<file path="src/sv/lru_key_value_cache_macros.svh">
// assertion macros shared by the cache rtl
`ifndef LRU_KEY_VALUE_CACHE_MACROS_SVH
`define LRU_KEY_VALUE_CACHE_MACROS_SVH

// same-cycle implication, clocked on aclk, off during reset
`define LKVC_ASSERT_NOW(name, ante, cons, msg) \
    name: assert property (@(posedge aclk) disable iff (!aresetn) (ante) |-> (cons)) \
        else $error(msg);

// next-cycle implication, clocked on aclk, off during reset
`define LKVC_ASSERT_NEXT(name, ante, cons, msg) \
    name: assert property (@(posedge aclk) disable iff (!aresetn) (ante) |=> (cons)) \
        else $error(msg);

`endif

</file>
<file path="src/sv/lkvc_pkg.sv">
// types and constants for the lru key-value cache
package lkvc_pkg;

    // key and value word
    typedef logic signed [31:0] word_t;

    // width of the capacity register
    localparam int CAP_W = 5;

    // capacity after reset
    localparam logic [CAP_W-1:0] CAP_RESET = 5'd16;

    // value returned on a get miss
    localparam word_t MISS_VALUE = -32'sd1;

    // value returned on a set
    localparam word_t SET_VALUE = 32'sd0;

    // command codes
    localparam logic CMD_GET = 1'b0;
    localparam logic CMD_SET = 1'b1;

    // sequencer states
    typedef enum logic [1:0] {
        ST_IDLE,
        ST_CMP,
        ST_UPD
    } state_t;

    // per-cell control from the sequencer
    typedef struct packed {
        logic cmp_en;
        logic shift_en;
        logic valid;
    } cell_ctrl_t;

endpackage

</file>
<file path="src/sv/lkvc_cell.sv">
// one cache slot: key, value and a registered match against the request
module lkvc_cell (
    input  logic                aclk,
    input  lkvc_pkg::cell_ctrl_t ctrl,
    input  lkvc_pkg::word_t     req_key,
    input  lkvc_pkg::word_t     prev_key,
    input  lkvc_pkg::word_t     prev_value,
    output lkvc_pkg::word_t     key_q,
    output lkvc_pkg::word_t     value_q,
    output logic                match_q
);
    import lkvc_pkg::*;

    word_t key_reg;
    word_t value_reg;
    logic  match_reg;

    // compare on request, take neighbour's entry on shift
    always_ff @(posedge aclk) begin
        if (ctrl.cmp_en) begin
            match_reg <= ctrl.valid && (key_reg == req_key);
        end
        if (ctrl.shift_en) begin
            key_reg   <= prev_key;
            value_reg <= prev_value;
        end
    end

    assign key_q   = key_reg;
    assign value_q = value_reg;
    assign match_q = match_reg;

endmodule

</file>
<file path="src/sv/lru_key_value_cache.sv">
// top level of the lru key-value cache: request sequencer and chain of slots
// Key-value cache of up to DEPTH entries kept in slot cells in order of last
// set, slot 0 the most recent. A beat on the s_ channel is a get (s_cmd 0)
// or a set (s_cmd 1); each gives exactly one beat on the m_ channel: a get
// returns m_hit and the stored value, or m_hit 0 and -1 on a miss, a set
// returns m_hit 0 and 0. Items go through accept, a compare cycle in which
// all cells match the key in parallel, and an update cycle in which the hit
// is encoded and, on a set, the cells up to the hit slot (or the last kept
// slot) shift one place down while slot 0 takes the new entry. A stalled m_
// channel holds the update cycle. The user must write the capacity register
// (1 to DEPTH, 0 reads as 1) through cfg_wr_en / cfg_wr_data only while no
// item is in flight; the block does not enforce this. Lowering it drops the
// least recent entries at once. There is no clearing pass after reset.
`include "lru_key_value_cache_macros.svh"

module lru_key_value_cache #(
    parameter int DEPTH = 16
) (
    input  logic                       aclk,
    input  logic                       aresetn,
    input  logic                       cfg_wr_en,
    input  logic [lkvc_pkg::CAP_W-1:0] cfg_wr_data,
    input  logic                       s_valid,
    output logic                       s_ready,
    input  logic                       s_cmd,
    input  lkvc_pkg::word_t            s_key,
    input  lkvc_pkg::word_t            s_data_in,
    output logic                       m_valid,
    input  logic                       m_ready,
    output logic                       m_hit,
    output lkvc_pkg::word_t            m_data_out
);
    import lkvc_pkg::*;

    localparam int IDX_W = (DEPTH > 1) ? $clog2(DEPTH) : 1;
    localparam int OCC_W = $clog2(DEPTH + 1);
    localparam int CNT_W = (OCC_W > CAP_W) ? OCC_W : CAP_W;

    // effective capacity, clamped to 1..DEPTH
    function automatic logic [CNT_W-1:0] eff_cap_f(input logic [CAP_W-1:0] c);
        logic [CNT_W-1:0] w;
        w = CNT_W'(c);
        if (w == '0) w = CNT_W'(1);
        if (w > CNT_W'(DEPTH)) w = CNT_W'(DEPTH);
        return w;
    endfunction

    state_t               state_reg, state_next;
    logic [CAP_W-1:0]     capacity_reg;
    logic [OCC_W-1:0]     occupancy_reg;
    logic                 req_cmd_reg;
    word_t                req_key_reg;
    word_t                req_data_reg;
    logic                 m_valid_reg;
    logic                 m_hit_reg;
    word_t                m_data_reg;

    logic                 cmp_en;
    logic                 adv;
    logic [CNT_W-1:0]     eff_cap;
    logic [CNT_W-1:0]     cfg_cap;
    logic [OCC_W-1:0]     miss_last;
    logic [IDX_W-1:0]     found_idx;
    logic [IDX_W-1:0]     limit;
    logic                 hit_any;
    word_t                hit_value;

    cell_ctrl_t           ctrl  [DEPTH];
    word_t                key_q [DEPTH];
    word_t                val_q [DEPTH];
    logic [DEPTH-1:0]     match;

    assign eff_cap = eff_cap_f(capacity_reg);
    assign cfg_cap = eff_cap_f(cfg_wr_data);

    // next state
    always_comb begin
        state_next = state_reg;
        case (state_reg)
            ST_IDLE: if (s_valid) state_next = ST_CMP;
            ST_CMP:  state_next = ST_UPD;
            ST_UPD:  if (!m_valid_reg || m_ready) state_next = ST_IDLE;
            default: state_next = ST_IDLE;
        endcase
    end

    // sequencer outputs
    always_comb begin
        s_ready = 1'b0;
        cmp_en  = 1'b0;
        adv     = 1'b0;
        case (state_reg)
            ST_IDLE: s_ready = 1'b1;
            ST_CMP:  cmp_en  = 1'b1;
            ST_UPD:  adv     = !m_valid_reg || m_ready;
            default: ;
        endcase
    end

    always_ff @(posedge aclk) begin
        if (!aresetn) begin
            state_reg <= ST_IDLE;
        end else begin
            state_reg <= state_next;
        end
    end

    // request capture
    always_ff @(posedge aclk) begin
        if (s_valid && s_ready) begin
            req_cmd_reg  <= s_cmd;
            req_key_reg  <= s_key;
            req_data_reg <= s_data_in;
        end
    end

    // encode the single matching slot and gather its value
    always_comb begin
        found_idx = '0;
        hit_value = '0;
        for (int i = 0; i < DEPTH; i++) begin
            if (match[i]) begin
                found_idx = found_idx | IDX_W'(i);
                hit_value = hit_value | val_q[i];
            end
        end
        hit_any = |match;
    end

    // last slot that shifts: the hit slot, or the last kept slot on a miss
    always_comb begin
        if (CNT_W'(occupancy_reg) < eff_cap) begin
            miss_last = occupancy_reg;
        end else begin
            miss_last = OCC_W'(eff_cap - CNT_W'(1));
        end
        limit = hit_any ? found_idx : IDX_W'(miss_last);
    end

    // per-cell control
    always_comb begin
        for (int i = 0; i < DEPTH; i++) begin
            ctrl[i].cmp_en   = cmp_en;
            ctrl[i].valid    = OCC_W'(i) < occupancy_reg;
            ctrl[i].shift_en = adv && (req_cmd_reg == CMD_SET) && (IDX_W'(i) <= limit);
        end
    end

    // chain of slot cells, each fed by its upper neighbour
    for (genvar g = 0; g < DEPTH; g++) begin : g_cell
        if (g == 0) begin : g_head
            lkvc_cell u_cell (
                .aclk       (aclk),
                .ctrl       (ctrl[g]),
                .req_key    (req_key_reg),
                .prev_key   (req_key_reg),
                .prev_value (req_data_reg),
                .key_q      (key_q[g]),
                .value_q    (val_q[g]),
                .match_q    (match[g])
            );
        end else begin : g_body
            lkvc_cell u_cell (
                .aclk       (aclk),
                .ctrl       (ctrl[g]),
                .req_key    (req_key_reg),
                .prev_key   (key_q[g-1]),
                .prev_value (val_q[g-1]),
                .key_q      (key_q[g]),
                .value_q    (val_q[g]),
                .match_q    (match[g])
            );
        end
    end

    // capacity and occupancy
    always_ff @(posedge aclk) begin
        if (!aresetn) begin
            capacity_reg  <= CAP_RESET;
            occupancy_reg <= '0;
        end else if (adv && (req_cmd_reg == CMD_SET) && !hit_any) begin
            occupancy_reg <= miss_last + OCC_W'(1);
        end else if (cfg_wr_en) begin
            capacity_reg <= cfg_wr_data;
            if (CNT_W'(occupancy_reg) > cfg_cap) begin
                occupancy_reg <= OCC_W'(cfg_cap);
            end
        end
    end

    // result beat register
    always_ff @(posedge aclk) begin
        if (!aresetn) begin
            m_valid_reg <= 1'b0;
        end else if (adv) begin
            m_valid_reg <= 1'b1;
        end else if (m_ready) begin
            m_valid_reg <= 1'b0;
        end
    end

    always_ff @(posedge aclk) begin
        if (adv) begin
            if (req_cmd_reg == CMD_SET) begin
                m_hit_reg  <= 1'b0;
                m_data_reg <= SET_VALUE;
            end else begin
                m_hit_reg  <= hit_any;
                m_data_reg <= hit_any ? hit_value : MISS_VALUE;
            end
        end
    end

    assign m_valid    = m_valid_reg;
    assign m_hit      = m_hit_reg;
    assign m_data_out = m_data_reg;

    // checks
    `LKVC_ASSERT_NOW(a_occ_within_cap, 1'b1, CNT_W'(occupancy_reg) <= eff_cap, "occupancy above capacity")
    `LKVC_ASSERT_NOW(a_unique_match, state_reg == ST_UPD, $onehot0(match), "key stored in more than one slot")
    `LKVC_ASSERT_NEXT(a_accept_to_cmp, s_valid && s_ready, state_reg == ST_CMP, "accepted beat did not start compare")
    `LKVC_ASSERT_NEXT(a_miss_set_grows, adv && (req_cmd_reg == CMD_SET) && !hit_any && (CNT_W'(occupancy_reg) < eff_cap), occupancy_reg == $past(occupancy_reg) + OCC_W'(1), "insert below capacity did not grow occupancy")

endmodule
</file>
<file path="config.mk">
export PLATFORM = sky130hd
export DESIGN_NAME = lru_key_value_cache
export DESIGN_NICKNAME = d
export VERILOG_FILES = /design/src/sv/lkvc_pkg.sv /design/src/sv/lkvc_cell.sv /design/src/sv/lru_key_value_cache.sv
export VERILOG_INCLUDE_DIRS = /design/src /design/src/sv
export SDC_FILE = /design/constraint.sdc
export NUM_CORES = 1
export LEC_CHECK = 0
export BUFFER_PORTS_ARGS = -buffer_cell sky130_fd_sc_hd__buf_2
export CAP_MARGIN = 20
export CORE_MARGIN = 2
export CORE_UTILIZATION = 40
export CTS_BUF_LIST = sky130_fd_sc_hd__clkbuf_8
export CTS_CLUSTER_DIAMETER = 60
export DETAILED_ROUTE_END_ITERATION = 6
export GPL_TIMING_DRIVEN = 0
export REMOVE_ABC_BUFFERS = 1
export SETUP_SLACK_MARGIN = 0.1
export SLEW_MARGIN = 0
export SYNTH_ARGS = -nofsm -noshare
export SYNTH_HDL_FRONTEND = slang
export SYNTH_SLANG_ARGS = --single-unit
</file>
<file path="constraint.sdc">
create_clock -name aclk -period 8.9 [get_ports aclk]
set_clock_uncertainty 0.1 [all_clocks]
set_input_delay 0 -clock aclk [delete_from_list [all_inputs] [get_ports aclk]]
set_output_delay 0 -clock aclk [all_outputs]
set_load 0.03 [all_outputs]
</file>
# [Word level (Yosys, flattened, before mapping)]
# Index checks and enable logic that the tools add are counted.
[totals] register_bits=1151 latchBits=0 ram_bits=0 romBits=0 in_bits=75 out_inout_bits=35 elab_cells=228 memories=0
[classes] addsub=2 multipliers=0 div_mod_pow=0 magnitude_cmp=36 n_eq_ne=20 shifts=0 n_mux=49 bitwise_logic=16 n_reduce_logical=48
[ops] operator="2-to-1 mux 32 bit" count=17
[ops] operator="equality test 32 bit" count=16
[ops] operator="OR 32 bit" count=15
[ops] operator="< comparator 4 x 5 -> 1 bit (first input constant)" count=8
[ops] operator="2-to-1 mux 5 bit" count=8
[ops] operator="2-to-1 mux 4 bit" count=9
[ops] operator="logical AND 1 bit" count=35
[ops] operator="less-or-equal comparator 4 bit (first input constant)" count=8
[ops] operator="< comparator 3 x 5 -> 1 bit (first input constant)" count=4
[ops] operator="less-or-equal comparator 3 x 4 -> 1 bit (first input constant)" count=4
[ops] operator="OR reduction 16 bit" count=1
[ops] operator="2-to-1 mux 3 bit" count=4
[ops] operator="greater-than comparator 5 bit (second input constant)" count=2
[ops] operator="zero test 5 bit" count=2
[ops] operator="< comparator 1 x 5 -> 1 bit (first input constant)" count=2
[ops] operator="< comparator 2 x 5 -> 1 bit (first input constant)" count=2
[ops] operator="less-or-equal comparator 1 x 4 -> 1 bit (first input constant)" count=2
[ops] operator="less-or-equal comparator 2 x 4 -> 1 bit (first input constant)" count=2
[ops] operator="2-to-1 mux 2 bit" count=4
[ops] operator="2-to-1 mux 1 bit" count=6
[ops] operator="case mux 2 bit (3 select lines)" count=1
[ops] operator="AND reduction 2 bit" count=3
[ops] operator="nonzero test 2 bit" count=3
[ops] operator="adder 5 x 1 -> 5 bit (second input constant)" count=1
[ops] operator="other kinds (10)" count=12

# [Depth between registers and ports, before layout]
# Gate-level depths: netlist (run 1).
[logic_depth] ltp_word=32 ltp_mapped=14 mapped_depth_nobuf=13

# [Hierarchy]
# A second synthesis (run 1) with hierarchy kept.
[hier_totals] hier_cells=2493 hier_area_um2=44267.5
[by_module_without_submodules] module="lkvc_cell" n_inst=16 cells_per_inst=109 area_per_inst_um2=2307.2 seq_area_each_um2=1951.9
[by_module_without_submodules] module="lru_key_value_cache" n_inst=1 cells_per_inst=749 area_per_inst_um2=7352.1 seq_area_each_um2=3203.1

# [Least setup slack after synthesis (run 1)]
# OpenSTA, ideal clock, no wires.
[synth_timing] path_kind="register to register" start="reg m_valid_reg, in the netlist m_valid" end="reg g_cell[14].g_body.u_cell.key_reg[0] (enable)" setup_time_ps=565 arrival_time_ps=6773 required_time_ps=8235 slack_ps=1462 path_stages_with_launch=7 n_path_buf=1 synth_period_minus_slack_ps=7438 cell_sequence="dfxtp_1 nand2b_1 nand4b_1 inv_1 nand2b_4 buf_6 nor3_1"
[synth_lines] item="start, declared" line_no="lru_key_value_cache.sv:54" source="logic m_valid_reg;"
[synth_lines] item="start signal, assigned" line_no="lru_key_value_cache.sv:194" source="m_valid_reg <= 1'b0;"
[synth_lines] item="start signal, assigned" line_no="lru_key_value_cache.sv:196" source="m_valid_reg <= 1'b1;"
[synth_lines] item="start signal, assigned" line_no="lru_key_value_cache.sv:198" source="m_valid_reg <= 1'b0;"
[synth_lines] item="end signal, assigned" line_no="lkvc_cell.sv:24" source="key_reg <= prev_key;"
[synth_lines] item="end, declared" line_no="lkvc_cell.sv:14" source="word_t key_reg;"

==> metrics.md, run 1 <==
| Metric | Value |
|---|---|
| Post-CTS Setup Inserts | `0` |
| Final Setup Violations | `0` |
| CTS buffer count | `173` |
| Share of layout cells above drive strength 1 | `15.6%` |
| CP peak stage delay | `780 ps` |
| DR vias/cell | `5.51` |
| Crit path launch type | `register` |
| Proportion of synthesized area in mux cells | `0.275%` |
| Fmax | `196 MHz` |
| CTS Buffer Depth | `3` |
| RD Place Congestion | `0.894` |
| Buf+Inv Stages, Crit Path | `9` |
| RSZ-0062 raised after global routing | `no` |
| Syn Std Cell Area | `44600 µm²` |
| Final Non-Filler Cells | `4574` |
| PwrDens | `199 nW/µm²` |
| Main combinational cell family by area after synthesis | `XOR/XNOR gates` |
| Worst slew pin tran | `1080 ps` |
| Via count | `25200` |
| Total gr overflow | `0` |
| Clock sinks | `1151` |
| FFs w/ async S/R, synth | `0%` |
| Total GRT Usage | `20.8%` |
| Root buf cell | `clkbuf_8` |
| DRC viols | `0` |
| DRT iter0 DRCs | `2821` |
| Warning count from the yosys run | `0` |
| Core area | `111000 µm²` |
| Initial antenna violation count | `1` |
| Largest net degree at the start of global routing | `59` |
| Data arrival time of the worst path | `5540 ps` |
| Drt total wl | `119000 µm` |
| Die Y | `338 µm` |
| Dominant cell type by area after synthesis | `edfxtp_1` |
| Critical path class | `reg -> reg` |
| Nets@finish | `3040` |
| Avg Inst Size Synth | `17.6 µm²` |
| Adder-Cell Fraction of Synth Area | `0.309%` |
| Die area | `114000 µm²` |
| Top post-synthesis cells by count | `1138 x edfxtp_1, 268 x xor2_1, 247 x xnor2_1, 138 x a22oi_1, 96 x nand4_1` |
| Max_cap viols | `0` |
| Overall Power | `10800 µW` |
| H-tree depth | `4` |
| Number of synthesized flops with an enable pin | `1138` |
| Synth cell types | `62` |
| Area Overhead vs Synth | `21.3%` |
| Worst EP required | `9340 ps` |
| Vias in the first global route | `26300` |
| Final Hold Fails | `0` |
| Fin crit period | `5100 ps` |
| DR pass1 iterations | `5` |
| Synth Area in Simple Gates | `4.41%` |
| I/O Buffers | `109` |
| Synth area leaders | `edfxtp_1 77%, xor2_1 5.3%, xnor2_1 4.9%` |
| Compound-Gate Fraction of Synth Area | `6.12%` |
| CP max-delay cell | `edfxtp_1` |
| Die W | `338 µm` |
| Final Core Density | `48.9%` |
| CTS tree | `yes` |
| Synth Flop Type | `edfxtp_1` |
| Synthesis-stage register bit count | `1151` |
| Site Rows | `122` |
| Final Max Slew Viols | `0` |
| Drt wl/cell | `25.9 µm` |
| Worst-skew pair later-pin latency | `850 ps` |
| Worst Hold Class | `in -> reg` |
| Xor-xnor portion of the synthesized cell area | `10.1%` |
| CP endpoint kind | `register` |
| Number of I/O pins | `110` |
| Max-slew headroom | `27.7%` |
| Sequential share of the synthesized area | `77.2%` |
| Final period util | `57.3%` |
| VDD IR max | `0.000144 V` |
| CP max FO | `36` |
| Placed Instances | `4099` |
| P_leak | `0.0178 µW` |
| PostCTS Resize Cnt | `0` |
| Routed Antenna Nets | `0` |
| CP most frequent cell | `buf_6` |
| CP Cell Sequence | `buf_16 > nand4b_1 > inv_4 > buf_16 > nand2b_4 > nor3_2 > buf_6 > buf_6 > buf_6 > buf_6 > buf_6 > buf_6` |
| CP top delay family | `buffers and inverters` |
| Post-Synthesis Cells | `2529` |
| Most frequent cell after synthesis | `edfxtp_1` |
| Yosys top cell area share | `76.7%` |
| Status | `complete, no violations` |
| First-pass GRT wire length | `173000 µm` |
| HPWL after DPL | `81000 µm` |
| Starting density of the core | `40.3%` |
| WHS | `117 ps` |
| Hold buffer count at cts | `161` |
| Reg clk slew, reported paths | `60 ps` |
==> layout make-up <==
class / count / area (µm²)
Tap cell: 1488 / 1860
Antenna cell: 2 / 5.00
Fill cell: 9055 / 56600
Timing Repair Buffer: 393 / 5030
Clock inverter: 125 / 596
Inverter: 10 / 42.5
Clock buffer: 180 / 2480
Multi-Input combinational cell: 1225 / 9620
Sequential cell: 1151 / 34400
==> cell usage in the layout, fill, tap and decap left out, drive strengths merged, types with 5 or more instances in the layout <==
cell,n
nor3,13
o211ai,5
a31oi,12
nor4,86
a21oi,43
a2111oi,6
ha,11
clkinv,48
and3,10
nand3,39
dfxtp,13
clkbuf,180
a22o,59
nand2,24
nand2b,5
a211oi,9
edfxtp,1138
mux2i,10
nand4,97
inv,82
dlygate4sd3,161
nor2,44
a22oi,138
xnor2,247
xor2,268
a221oi,59
o21ai,9
buf,232
==> path summary, 6_finish.rpt <==
path                                                                      end                       start  cells after the start  slack, ps
worst max-delay path             g_cell[14].g_body.u_cell.key_q[19]$_DFFE_PP_       req_cmd_reg$_DFFE_PP_                     12       3800
worst min-delay path                            occupancy_reg[2]$_SDFFE_PN0P_              cfg_wr_data[2]                      5        120
worst max register to register   g_cell[14].g_body.u_cell.key_q[19]$_DFFE_PP_       req_cmd_reg$_DFFE_PP_                     12       3800
worst min register to register  g_cell[0].g_head.u_cell.value_q[20]$_DFFE_PP_  req_data_reg[20]$_DFFE_PP_                      0        310
==> kinds of logic after synthesis <==
family	after synthesis
DFF	1151
muxes	12
xor gates and xnor gates	515
and+or+nand+nor	334
adders and majority gates	11
AOI/OAI and AO/OA	353
buffers and inverters	153
==> stage by stage <==
stage	worst slack, ps	instance area (µm²)	setup TNS, ps
2_1_floorplan	973	43900	0
3_3_place_gp	-6560	46300	-2684690
3_5_place_dp	3820	49200	0
4_1_cts	3820	53900	0
5_1_grt	3610	54100	0
6_report	3800	54100	0
==> tightest hold or removal path, delay by kind of cell <==
family / cells / cell delay [ps]
buf+inv: 2 / 660
simple gates: 1 / 100
compound gates: 1 / 80
mux: 1 / 150
==> power breakdown <==
group | internal [µW] | total [µW] | switching, µW
sequential | 6040 | 6150 | 112
clock | 1930 | 3950 | 2020
combinational | 300 | 661 | 361
total | 8270 | 10800 | 2490
==> layer usage <==
layer,vias up,GRT usage (%),part of all wire (%)
met5,-,0.255,0.034
met4,2,7.05,2.8
met3,254,4.64,8.6
met2,1318,33.9,48
met1,12800,27.6,41
li1,10800,-,-
Note: power is estimated with default switching activity, not from simulation.
==> run 2, diff against run 1 <==
ABC_AREA = 1   (was default)
clock period = 5.01 ns   (was 8.9 ns; I/O delays follow)
==> run 2 against run 1 <==
  * Design area about the same
  * Clock power rose by 84%
  * Routed wire length up 2.5%
  * Fmax is 13% higher
  * Synthesized cell count increased by 23%
  * Via count increased by 9.0%
  * Global-route usage fell by 0.051 points
  * Non-clock buffer count down 49
  * Critical path depth up 2
  * Critical path type unchanged
  * Critical endpoint is now g_cell[10].g_body.u_cell.key_q[21]$_DFFE_PP_
  * Largest power group unchanged
==> metrics.md, run 2 <==
| Metric | Value |
|---|---|
| Multi-input logic area | `10300 µm²` |
| DRT iter0 DRCs | `2716` |
| Sequential share of the synthesized area | `75.5%` |
| Total GRT Usage | `20.8%` |
| DRC viols | `0` |
| Worst slew pin tran | `1150 ps` |
| Synthesis-stage register bit count | `1151` |
| Crit path launch type | `register` |
| Syn Std Cell Area | `45600 µm²` |
| Number of synthesized flops with an enable pin | `1138` |
| Synth area leaders | `edfxtp_1 75%, nand2_1 5.0%, xnor2_1 3.1%` |
| Max-slew headroom | `23.0%` |
| Xor-xnor portion of the synthesized cell area | `4.72%` |
| Dominant cell type by area after synthesis | `edfxtp_1` |
| PwrDens | `359 nW/µm²` |
| P_leak | `0.0183 µW` |
| Drt wl/cell | `23.7 µm` |
| CP Cell Sequence | `buf_16 > buf_16 > nor2_4 > nand2_1 > nor2_1 > nand2_2 > inv_2 > nand2_4 > nand2_4 > nor2_8 > inv_2 > a21oi_4 > buf_12 > buf_12` |
| Critical path class | `reg -> reg` |
| Main combinational cell family by area after synthesis | `simple AND/OR/NAND/NOR gates` |
| Final Hold Fails | `0` |
| FFs w/ async S/R, synth | `0%` |
| HPWL after DPL | `84200 µm` |
| Fin crit period | `4500 ps` |
| Total gr overflow | `0` |
| Fill count | `9597` |
| First-pass GRT wire length | `178000 µm` |
| Most frequent cells in the layout | `1138 x edfxtp_1, 604 x nand2_1, 185 x clkbuf_8` |
| H-tree depth | `4` |
| Worst-skew pair later-pin latency | `830 ps` |
| Die area | `117000 µm²` |
| Fin area | `54100 µm²` |
| Final Setup Violations | `0` |
| Worst EP required | `5420 ps` |
| Die Y | `342 µm` |
| CTS Buffer Depth | `3` |
| Data arrival time of the worst path | `4900 ps` |
| Storage element area | `34400 µm²` |
| Final Core Density | `48.0%` |
| CTS tree | `yes` |
| Final period util | `89.7%` |
| CP endpoint kind | `register` |
| VDD IR max | `0.000289 V` |
| Share of layout cells above drive strength 1 | `15.5%` |
| RD Place Congestion | `0.904` |
| Area Overhead vs Synth | `18.6%` |
| Via count | `27500` |
| Buf+Inv Stages, Crit Path | `6` |
| Vias in the first global route | `28000` |
| Compound-Gate Fraction of Synth Area | `6.48%` |
| Top post-synthesis cells by count | `1138 x edfxtp_1, 606 x nand2_1, 159 x xnor2_1, 110 x a221oi_1, 101 x or2_2` |
| Worst Hold Class | `in -> reg` |
| CP max FO | `32` |
| Die W | `342 µm` |
| Status | `complete, no violations` |
| Warning count from the yosys run | `0` |
| Final worst slack | `514 ps` |
| Proportion of synthesized area in mux cells | `0%` |
| Root buf cell | `clkbuf_8` |
| Routed Antenna Nets | `0` |
| Core area | `113000 µm²` |
| Placement Setup Slack | `481 ps` |
| Post-Synthesis Cells | `3122` |
| CP top delay family | `simple AND/OR/NAND/NOR gates` |
| CP max-delay cell | `edfxtp_1` |
| Final TNS setup | `0 ps` |
| CTS buffer count | `176` |
| Commonest non-fill, non-tap cell in the layout | `edfxtp_1` |
| Number of I/O pins | `110` |
| Final Max Slew Viols | `0` |
| DR vias/cell | `5.35` |
| Nets@finish | `3588` |
| Synth cell types | `54` |
| Avg Inst Size Synth | `14.6 µm²` |
| Reg clk slew, reported paths | `70 ps` |
| Site Rows | `123` |
| Fmax | `222 MHz` |
| Overall Power | `19400 µW` |
| PostCTS Resize Cnt | `0` |
| Adder-Cell Fraction of Synth Area | `0.302%` |
| Synth Flop Type | `edfxtp_1` |
| Largest net degree at the start of global routing | `51` |
| CP peak stage delay | `840 ps` |
| Post-CTS Setup Inserts | `0` |
| Initial antenna violation count | `3` |
| Yosys top cell area share | `74.9%` |
| Max_cap viols | `0` |
| Drt total wl | `122000 µm` |
| Placed inst area | `49200 µm²` |
| Clock sinks | `1151` |
| Synth Area in Simple Gates | `10.8%` |
| Starting density of the core | `40.4%` |
| Most frequent cell after synthesis | `edfxtp_1` |
| DR pass1 iterations | `6` |
| RSZ-0062 raised after global routing | `no` |
| I/O Buffers | `109` |
==> run 2: cell types whose count changed after synthesis, sizes merged, moves of 49 or more <==
cell | before | now
xnor2 | 247 | 159
xor2 | 268 | 87
nand2 | 24 | 627
or2 | 2 | 103
a221oi | 59 | 110
o21ai | 9 | 74
inv | 10 | 88
a22oi | 138 | 0
nor2 | 44 | 110
nand3 | 39 | 88
==> run 2: worst paths after layout <==
path / startpoint / to / slack, ps / cells after the start
setup / recovery: g_cell[7].g_body.u_cell.match_q$_DFFE_PN_ / g_cell[10].g_body.u_cell.key_q[21]$_DFFE_PP_ / 510 / 14
hold / removal: cfg_wr_data[4] / occupancy_reg[0]$_SDFFE_PN0P_ / 120 / 5
setup reg to reg: g_cell[7].g_body.u_cell.match_q$_DFFE_PN_ / g_cell[10].g_body.u_cell.key_q[21]$_DFFE_PP_ / 510 / 14
hold reg to reg: req_data_reg[27]$_DFFE_PP_ / g_cell[0].g_head.u_cell.value_q[27]$_DFFE_PP_ / 320 / 0
==> run 2: metrics by stage <==
step	cells	hold slack (ps)
after CTS	5128	5.73
after global routing	5133	92.4
after global placement	4589	75.9
final	5134	119
after detailed placement	4662	78.1
after floorplan	2980	-1.36
==> run 2: area by class of cell <==
cell class	count	share of cell area [%]
clock inverter	123	1.27
clock buffer	185	4.70
multi-input combinational	1738	19.0
inverter	91	0.654
timing repair buffer	344	7.28
antenna	2	0.00925
sequential	1151	63.6
tap	1500	3.47
==> run 2: timing repair <==
item / CTS / global route
hold buffers: 158 / 0
hold endpoints to repair: 144 / 0
endpoints found under the setup margin: 0 / 0
==> run 2: kinds of logic after synthesis <==
kind of cell | count (synthesis)
flip-flops | 1151
buffers and inverters | 233
AO/OA/AOI/OAI | 408
AND/OR/NAND/NOR | 1073
XOR/XNOR | 246
adder cells (fa/ha/maj) | 11
==> run 2: report_power, final <==
group          internal, µW  switching [µW]  total, µW
clock                  3710            3560       7280
sequential            10700             259      11000
combinational           464             663       1130
==> run 2: worst min-delay path: cells and delay by family <==
| kind | cells | cell delay, ps |
|---|---|---|
| AOI/OAI and AO/OA | 2 | 280 |
| buffers and inverters | 2 | 630 |
| and+or+nand+nor | 1 | 70 |
==> run 2: routing by layer <==
metal / up-vias / GRT usage (%) / part of all wire (%)
met5: - / 0 / 0
met2: 1104 / 34.8 / 49
met3: 219 / 3.85 / 7.2
met1: 13700 / 26.8 / 41
met4: 0 / 7.89 / 3.2
li1: 12400 / - / -
